**src/design/ths_pkg.sv**
```systemverilog
// Shared types and constants for the timer heap scheduler.
package ths_pkg;

  localparam int MAX_TIMERS_DEF  = 16;
  localparam int TIME_BITS_DEF   = 48;
  localparam int ORDER_BITS_DEF  = 32;
  localparam int MAX_RESULTS     = 16;
  localparam int ID_BITS         = 4;
  localparam int REQ_BITS        = 2;
  localparam int CAP_BITS        = 5;
  localparam int NRES_BITS       = $clog2(MAX_RESULTS + 1);
  localparam int RIDX_BITS       = $clog2(MAX_RESULTS);

  localparam logic [REQ_BITS-1:0] REQ_SET    = 2'd0;
  localparam logic [REQ_BITS-1:0] REQ_CANCEL = 2'd1;
  localparam logic [REQ_BITS-1:0] REQ_TICK   = 2'd2;

  localparam logic [CAP_BITS-1:0] CAP_RESET  = CAP_BITS'(MAX_RESULTS);

  typedef enum logic [3:0] {
    ST_IDLE,
    ST_DECODE,
    ST_UP,
    ST_DOWN_L,
    ST_DOWN_R,
    ST_TICK,
    ST_REARM,
    ST_FINISH,
    ST_SEND
  } state_t;

  typedef enum logic [1:0] {
    RET_FINISH,
    RET_REARM,
    RET_TICK
  } ret_t;

  typedef enum logic [3:0] {
    CMD_NONE,
    CMD_LATCH,
    CMD_SET_PERIOD,
    CMD_SET_REARM,
    CMD_SET_NEW,
    CMD_SET_DISARM,
    CMD_DISARM,
    CMD_UP,
    CMD_DOWN_L,
    CMD_DOWN_R,
    CMD_POP,
    CMD_REARM,
    CMD_FINISH,
    CMD_SEND
  } cmd_t;

  typedef struct packed {
    logic req_set;
    logic req_cancel;
    logic req_tick;
    logic id_ok;
    logic ft_zero;
    logic armed;
    logic rm_fix;
    logic up_swap;
    logic moved;
    logic down_stop;
    logic tick_go;
    logic rearm;
    logic out_last;
  } stat_t;

endpackage

```
**src/design/ths_ctrl.sv**
```systemverilog
// Controller state machine that sequences requests over the heap datapath.
module ths_ctrl (
  input  logic           clk,
  input  logic           rst_n,
  input  logic           in_valid,
  output logic           in_stall,
  output logic           out_valid,
  input  logic           out_stall,
  input  ths_pkg::stat_t stat,
  output ths_pkg::cmd_t  cmd
);
  import ths_pkg::*;

  state_t state_r;
  state_t state_nxt;
  ret_t   ret_r;
  ret_t   ret_nxt;
  state_t ret_state;

  always_ff @(posedge clk) begin
    if (!rst_n) begin
      state_r <= ST_IDLE;
      ret_r   <= RET_FINISH;
    end else begin
      state_r <= state_nxt;
      ret_r   <= ret_nxt;
    end
  end

  always_comb begin
    case (ret_r)
      RET_REARM: ret_state = ST_REARM;
      RET_TICK:  ret_state = ST_TICK;
      default:   ret_state = ST_FINISH;
    endcase
  end

  always_comb begin
    state_nxt = state_r;
    ret_nxt   = ret_r;
    cmd       = CMD_NONE;
    in_stall  = 1'b1;
    out_valid = 1'b0;
    case (state_r)
      ST_IDLE: begin
        in_stall = 1'b0;
        if (in_valid) begin
          cmd       = CMD_LATCH;
          state_nxt = ST_DECODE;
        end
      end
      ST_DECODE: begin
        ret_nxt   = RET_FINISH;
        state_nxt = ST_FINISH;
        if (stat.req_set && stat.id_ok) begin
          if (stat.ft_zero) begin
            if (stat.armed) begin
              cmd       = CMD_SET_DISARM;
              state_nxt = stat.rm_fix ? ST_UP : ST_FINISH;
            end else begin
              cmd = CMD_SET_PERIOD;
            end
          end else if (stat.armed) begin
            cmd       = CMD_SET_REARM;
            state_nxt = ST_UP;
          end else begin
            cmd       = CMD_SET_NEW;
            state_nxt = ST_UP;
          end
        end else if (stat.req_cancel && stat.id_ok && stat.armed) begin
          cmd       = CMD_DISARM;
          state_nxt = stat.rm_fix ? ST_UP : ST_FINISH;
        end else if (stat.req_tick) begin
          state_nxt = ST_TICK;
        end
      end
      ST_UP: begin
        cmd = CMD_UP;
        if (!stat.up_swap) begin
          state_nxt = stat.moved ? ret_state : ST_DOWN_L;
        end
      end
      ST_DOWN_L: begin
        cmd       = CMD_DOWN_L;
        state_nxt = ST_DOWN_R;
      end
      ST_DOWN_R: begin
        cmd       = CMD_DOWN_R;
        state_nxt = stat.down_stop ? ret_state : ST_DOWN_L;
      end
      ST_TICK: begin
        if (stat.tick_go) begin
          cmd       = CMD_POP;
          ret_nxt   = RET_REARM;
          state_nxt = stat.rm_fix ? ST_UP : ST_REARM;
        end else begin
          state_nxt = ST_FINISH;
        end
      end
      ST_REARM: begin
        state_nxt = ST_TICK;
        if (stat.rearm) begin
          cmd       = CMD_REARM;
          ret_nxt   = RET_TICK;
          state_nxt = ST_UP;
        end
      end
      ST_FINISH: begin
        cmd       = CMD_FINISH;
        state_nxt = ST_SEND;
      end
      ST_SEND: begin
        out_valid = 1'b1;
        if (!out_stall) begin
          cmd       = CMD_SEND;
          state_nxt = stat.out_last ? ST_IDLE : ST_SEND;
        end
      end
      default: begin
        state_nxt = ST_IDLE;
      end
    endcase
  end

  a_out_only_send: assert property (@(posedge clk) disable iff (!rst_n)
    out_valid |-> in_stall)
    else $error("Result offered while a request can be taken.");

  a_accept_decodes: assert property (@(posedge clk) disable iff (!rst_n)
    (in_valid && !in_stall) |=> state_r == ST_DECODE)
    else $error("Accepted word was not decoded.");

  a_last_idles: assert property (@(posedge clk) disable iff (!rst_n)
    (out_valid && !out_stall && stat.out_last) |=> !out_valid)
    else $error("Result channel kept sending after the last word.");

endmodule

```
**config.mk**
```make
export PLATFORM = sky130hd
export DESIGN_NAME = ths_ctrl
export DESIGN_NICKNAME = d
export VERILOG_FILES = /design/src/design/ths_pkg.sv /design/src/design/ths_ctrl.sv
export SDC_FILE = /design/constraint.sdc
export NUM_CORES = 1
export LEC_CHECK = 0
export BUFFER_PORTS_ARGS = -buffer_cell sky130_fd_sc_hd__buf_4
export CORE_MARGIN = 2
export CORE_UTILIZATION = 48
export DETAILED_ROUTE_END_ITERATION = 10
export PLACE_DENSITY = 0.86
export REMOVE_ABC_BUFFERS = 1
export SLEW_MARGIN = 0
export SYNTH_ARGS = -nofsm -noshare
export SYNTH_HDL_FRONTEND = slang
export SYNTH_SLANG_ARGS = --single-unit
```
**constraint.sdc**
```tcl
create_clock -name clk -period 1.3 [get_ports clk]
set_input_delay 0.13 -clock clk [delete_from_list [all_inputs] [get_ports clk]]
set_output_delay 0.13 -clock clk [all_outputs]
set_load 0.02 [all_outputs]
```
==> flow_summary.toml, run 1 <==
[run_status]
status = "finished, violations left"
violations = "negative setup slack"

[finish]
syn2layout_area_growth_pct = 64.3
stdcell_area_sq_um = 1130
nets = 155
utilization_pct = 86.1
fillCellCount = 73
drive_gt1_share_pct = 50.0
num_antenna_cells = 0
post_layout_nonfiller_instances = 151

[floorplanning]
dieArea_sq_um = 1760
die_h_microns = 41.9
initial_utilization_pct = 52.4
cell_rows = 13
boundaryPins = 23
floorplan.core_area_sq_um = 1320
horizontal_die_dimension_microns = 41.9

[drt]
drt_first_pass_iters = 4
ant_nets = 0
avgViaCountPerCell = 6.74
route.final.wire_length_mm = 2.92
avgRoutedWirePerCell_microns = 19.4
detailroute.via_count = 1017
drt_iter0_markers = 48
remaining_drc_errors = 0

[critical_path]
critical_path.max_fanout = 7
r2r_endpoint = "state_r[1]"
worst_setup_path_start_kind = "flop"
timing.reg2reg.setup_slack_ns = -0.12
arrival_time_worst_endpoint_ns = 1.44
crit_required_ns = 1.17
end_kind = "output pin"
slowest_stage_cell_on_the_critical_path = "sky130_fd_sc_hd__dfxtp_4"
setup.worst_path.class = "reg -> out"
cp_cell_sequence = "nand2b_1, o32a_1, o221ai_1, buf_4"
critical_path.reg2reg.startpoint = "state_r[2]"
critPathMaxStageDelay_ns = 0.39
rr_worst_depth = 6

[clocking]
cts_inserted_buffers = 3
cts_tree = "built"
cts.htree.levels = 1
clkLatencyLatePin_ns = 0.24
cts.clk_slew.worst_paths_ns = 0.04
max-clock-path-buffers = 2
buffer_type_at_the_clock_tree_root = "sky130_fd_sc_hd__clkbuf_4"
cts_num_sinks = 6
post_cts_hold_buffer_count = 0

[power_and_ir_drop]
report.power.total_mw = 2.54
power_per_cell_area_nw_per_um2 = 2230
cellLeakagePower_nw = 0.467
maximum_vdd_ir_drop_mv = 1.38

[place]
dp.final_hpwl_mm = 1.82
pre_cts_slack_ns = -0.139
io_buffer_count = 22
place.detailed.instances = 145
replace_congestion = 0.972
postPlaceCellArea_sq_um = 960

[sta]
finalSetupTns_ns = -1.37
worst_slack_ns = -0.268
tightest_slew_ns = 0.278
finalCriticalPeriod_ns = 1.57
drv_slew = 0
finalHoldWorstSlack_ns = 0.174
setup_repair_after_global_routing_missed_its_margin = "yes"
worst_clock_skew_ns = 0.00463
finalHoldViolCount = 0
timing.max_slew.rel_slack_pct = 81.4
finalCritPeriodShare_pct = 121
peak_clock_frequency_supported_by_timing_mhz = 638
final-setup-viol-count = 9

[worst_hold_path]
min_from = "rst_n"
hold_path_end = "state_r[3]"
worst_hold_path.num_cells = 2
worstHoldPathType = "in -> reg"

[global_route]
grt_overflow_total = 0
number_of_antenna_violations_at_the_first_check_in_global_routing = 0
grt_usage_pct = 31.2
grt_start_max_net_pins = 9
first_pass_grt_wire_length_mm = 4.23
number_of_global_route_vias_before_repair = 918

[synth]
synth.ff_latch_count = 6
synth-seq-area-share_pct = 17.4
syn_area_cell_sq_um = 7.12
async_flop_share_pct = 0
postSynthCellCount = 97
ys.flop_type = "sky130_fd_sc_hd__dfxtp_1"
synth-edff-count = 0
synth_cell_type_count = 38
ys_warn_count = 0
area_of_the_mapped_netlist_sq_um = 691

[run]
maxCapViolations = 0
kinds of logic after synthesis:
kind of cell / count (synthesis) / share of synthesized area, %
and+or+nand+nor: 51 / 44.0
muxes: 2 / 3.08
buffers and inverters: 5 / 5.07
AOI/OAI and AO/OA: 32 / 29.2
xor gates and xnor gates: 1 / 1.27
DFF: 6 / 17.4
layout by cell type, fill, tap and decap left out, types with 3 or more instances in the layout:
| cell | n |
|---|---|
| sky130_fd_sc_hd__a21oi_1 | 8 |
| sky130_fd_sc_hd__nand2_1 | 9 |
| sky130_fd_sc_hd__nand4b_1 | 4 |
| sky130_fd_sc_hd__buf_6 | 6 |
| sky130_fd_sc_hd__clkbuf_4 | 3 |
| sky130_fd_sc_hd__o21ai_0 | 6 |
| sky130_fd_sc_hd__nor2b_1 | 7 |
| sky130_fd_sc_hd__nor2_2 | 3 |
| sky130_fd_sc_hd__nand2b_1 | 5 |
| sky130_fd_sc_hd__nand3b_1 | 4 |
| sky130_fd_sc_hd__buf_4 | 35 |
| sky130_fd_sc_hd__dfxtp_4 | 3 |
power by group:
part	total [mW]	internal (mW)	leakage [nW]	switching (mW)
clock	0.172	0.104	0.0138	0.0674
combinational	2.00	0.972	0.402	1.03
sequential	0.361	0.260	0.0514	0.101
cell usage after synthesis (all sizes together) (3+ instances only):
master,number,area share (%)
a21oi,10,7.2
and2b,3,3.6
buf,4,4.5
dfxtp,6,17
nand2,9,4.9
nand2b,7,6.3
nand3b,4,4.3
nand4b,4,5.1
nor2,6,3.6
nor2b,7,6.3
o21ai,10,7.2
cell type report:
type,instances,area (sq um),share of cell area (%)
Multi-Input combinational cell,86,631,55.6
Timing Repair Buffer,41,330,29.1
Sequential cell,6,133,11.7
Clock buffer,3,22.5,1.98
Tap cell,15,18.8,1.65
critical path: cells and delay by family (launching register included):
kind | cells | cell delay [ns]
AND/OR/NAND/NOR | 1 | 0.11
buffers and inverters | 1 | 0.17
flip-flops | 1 | 0.39
AO/OA/AOI/OAI | 2 | 0.52
routing by layer:
metal	GRT usage [%]	share of wire (%)	wire, microns	vias up
met1	36.8	37	1080	478
met2	54.1	48	1420	78
met5	0	0	0	-
met3	5.22	11	307	14
met4	14.8	4.1	121	0
li1	-	-	-	447
worst max path at each step:
stage | startpoint | end | slack, ns | depth (start not counted)
2_1_floorplan | state_r[1] | cmd[0] | -0.30 | 4
3_3_place_gp | state_r[1] | state_r[1] | -0.02 | 5
3_5_place_dp | state_r[2] | cmd[1] | -0.14 | 4
4_1_cts | state_r[2] | cmd[1] | -0.27 | 6
5_1_grt | state_r[3] | cmd[0] | -0.34 | 4
6_report | state_r[3] | cmd[0] | -0.27 | 4
flip-flops by register name, indices dropped and copies added (netlist names):
register	cells
state_r	4
ret_r	2
timing repair:
item	in CTS	in global routing
endpoints found under the setup margin	7	9
buffers inserted	2	1
pin swaps	7	10
resized for setup	19	18
No activity file was read; power rests on OpenSTA's default activity.
==> run 2, diff against run 1 <==
--- a/config.mk
+++ b/config.mk
@@ -7,9 +7,9 @@
 export LEC_CHECK = 0
 export BUFFER_PORTS_ARGS = -buffer_cell sky130_fd_sc_hd__buf_4
 export CORE_MARGIN = 2
-export CORE_UTILIZATION = 48
+export CORE_UTILIZATION = 44
 export DETAILED_ROUTE_END_ITERATION = 10
-export PLACE_DENSITY = 0.86
+export PLACE_DENSITY = 0.83
 export REMOVE_ABC_BUFFERS = 1
 export SLEW_MARGIN = 0
 export SYNTH_ARGS = -nofsm -noshare
==> constraint.sdc (replaced) <==
create_clock -name clk -period 1.31 [get_ports clk]
set_input_delay 0.131 -clock clk [delete_from_list [all_inputs] [get_ports clk]]
set_output_delay 0.131 -clock clk [all_outputs]
set_load 0.02 [all_outputs]
==> flow_summary.toml, run 2 (synthesis gave the netlist of run 1 again) <==
[clocking]
cts.clk_slew.worst_paths_ns = 0.06
max-clock-path-buffers = 2
cts_num_sinks = 6
buffer_type_at_the_clock_tree_root = "sky130_fd_sc_hd__clkbuf_4"
post_cts_hold_buffer_count = 0
cts_inserted_buffers = 3
cts_tree = "built"
clkLatencyLatePin_ns = 0.27
cts.htree.levels = 1

[floorplanning]
boundaryPins = 23
cell_rows = 14
floorplan.core_area_sq_um = 1490
horizontal_die_dimension_microns = 43.6
initial_utilization_pct = 46.4
dieArea_sq_um = 1900
die_h_microns = 43.6

[sta]
peak_clock_frequency_supported_by_timing_mhz = 588
timing.max_slew.rel_slack_pct = 72.7
setup_repair_after_global_routing_missed_its_margin = "yes"
worst_slack_ns = -0.391
finalCriticalPeriod_ns = 1.70
tightest_slew_ns = 0.405
worst_clock_skew_ns = 0.00367
finalSetupTns_ns = -1.46
finalHoldViolCount = 0
drv_slew = 0
finalCritPeriodShare_pct = 130
finalHoldWorstSlack_ns = 0.145
final-setup-viol-count = 8

[critical_path]
rr_worst_depth = 5
crit_required_ns = 1.18
end_kind = "output pin"
critical_path.max_fanout = 5
cp_cell_sequence = "and2b_1, a21oi_1, o32a_1, o221ai_2, buf_4"
arrival_time_worst_endpoint_ns = 1.57
worst_setup_path_start_kind = "flop"
timing.reg2reg.setup_slack_ns = -0.05
setup.worst_path.class = "reg -> out"
r2r_endpoint = "state_r[1]"
critical_path.reg2reg.startpoint = "state_r[1]"
slowest_stage_cell_on_the_critical_path = "sky130_fd_sc_hd__dfxtp_4"
critPathMaxStageDelay_ns = 0.39

[drt]
drt_iter0_markers = 63
avgRoutedWirePerCell_microns = 18.8
remaining_drc_errors = 0
ant_nets = 0
route.final.wire_length_mm = 2.90
detailroute.via_count = 1018
drt_first_pass_iters = 4
avgViaCountPerCell = 6.61

[finish]
num_antenna_cells = 0
fillCellCount = 104
stdcell_area_sq_um = 1150
nets = 157
largestRegisters = "state_r (4), ret_r (2)"
top_register = "state_r"
layout_commonest_cell = "sky130_fd_sc_hd__buf_4"
largest_register_ffs = 4
layout_common_cells = "sky130_fd_sc_hd__buf_4, sky130_fd_sc_hd__a21oi_1, sky130_fd_sc_hd__nand2_1"
syn2layout_area_growth_pct = 65.9
post_layout_nonfiller_instances = 154
drive_gt1_share_pct = 49.3

[global_route]
grt_usage_pct = 27.1
grt_start_max_net_pins = 11
number_of_global_route_vias_before_repair = 849
number_of_antenna_violations_at_the_first_check_in_global_routing = 0
grt_overflow_total = 0
first_pass_grt_wire_length_mm = 3.74

[worst_hold_path]
worst_hold_path.num_cells = 2
worstHoldPathType = "in -> reg"
hold_path_end = "state_r[1]"
min_from = "rst_n"

[run_status]
status = "finished, violations left"
violations = "negative setup slack"

[power_and_ir_drop]
cellLeakagePower_nw = 0.480
power_per_cell_area_nw_per_um2 = 2280
maximum_vdd_ir_drop_mv = 1.52

[place]
dp.final_hpwl_mm = 1.78
replace_congestion = 0.897
io_buffer_count = 22
postPlaceCellArea_sq_um = 988
place.detailed.instances = 148

[run]
maxCapViolations = 0
==> run 2: power breakdown <==
part           switching, mW  leakage, nW  internal, mW
registers              0.103       0.0511         0.258
logic                   1.01        0.415          1.04
clock network          0.102       0.0138         0.106
==> run 2: repair_timing <==
item,4_1_cts,5_1_grt
cloned,0,0
gates resized for setup,7,25
pin swaps,2,8
buffers inserted,1,2
endpoints found under the setup margin,9,10
==> run 2: cell type report <==
type,instances,area [sq um],share of cell area (%)
multi-input cells,86,619,54.0
repair buffers,43,354,30.9
flip-flops and latches,6,130,11.4
clock buffers,3,22.5,1.97
well taps,16,20.0,1.75
==> run 2: how the worst max path moves through the flow <==
| stage | from | to | cells past startpoint |
|---|---|---|---|
| after floorplan | state_r[1] | cmd[0] | 4 |
| after global placement | state_r[1] | cmd[1] | 4 |
| final | state_r[2] | cmd[0] | 5 |
| after detailed placement | state_r[2] | cmd[1] | 4 |
| after CTS | state_r[2] | cmd[1] | 6 |
| after global routing | state_r[2] | cmd[0] | 5 |
==> run 2: worst max-delay path: cells and delay by family, from the launching register on <==
family,cells,cell delay (ns)
buffers and inverters,1,0.17
AO/OA/AOI/OAI,3,0.53
AND/OR/NAND/NOR,1,0.20
flip-flops,1,0.39
==> run 2: through the flow <==
step                      setup slack, ns  total power [mW]  utilization [%]
after floorplan                    -0.296              1.12                -
after global placement            -0.0675              1.87             66.4
after detailed placement           -0.162              1.91             66.4
after CTS                          -0.279              2.19             69.5
after global routing               -0.424              2.71             77.0
final                              -0.391              2.61             77.0
==> run 2: per-layer routing <==
metal	wire length [microns]	share of wire (%)	vias to the layer above	GRT usage, %
met1	1070	37	470	33.0
met2	1420	49	78	47.4
met3	292	10	17	2.50
met4	115	4.0	0	12.7
met5	0	0	-	0
li1	-	-	453	-
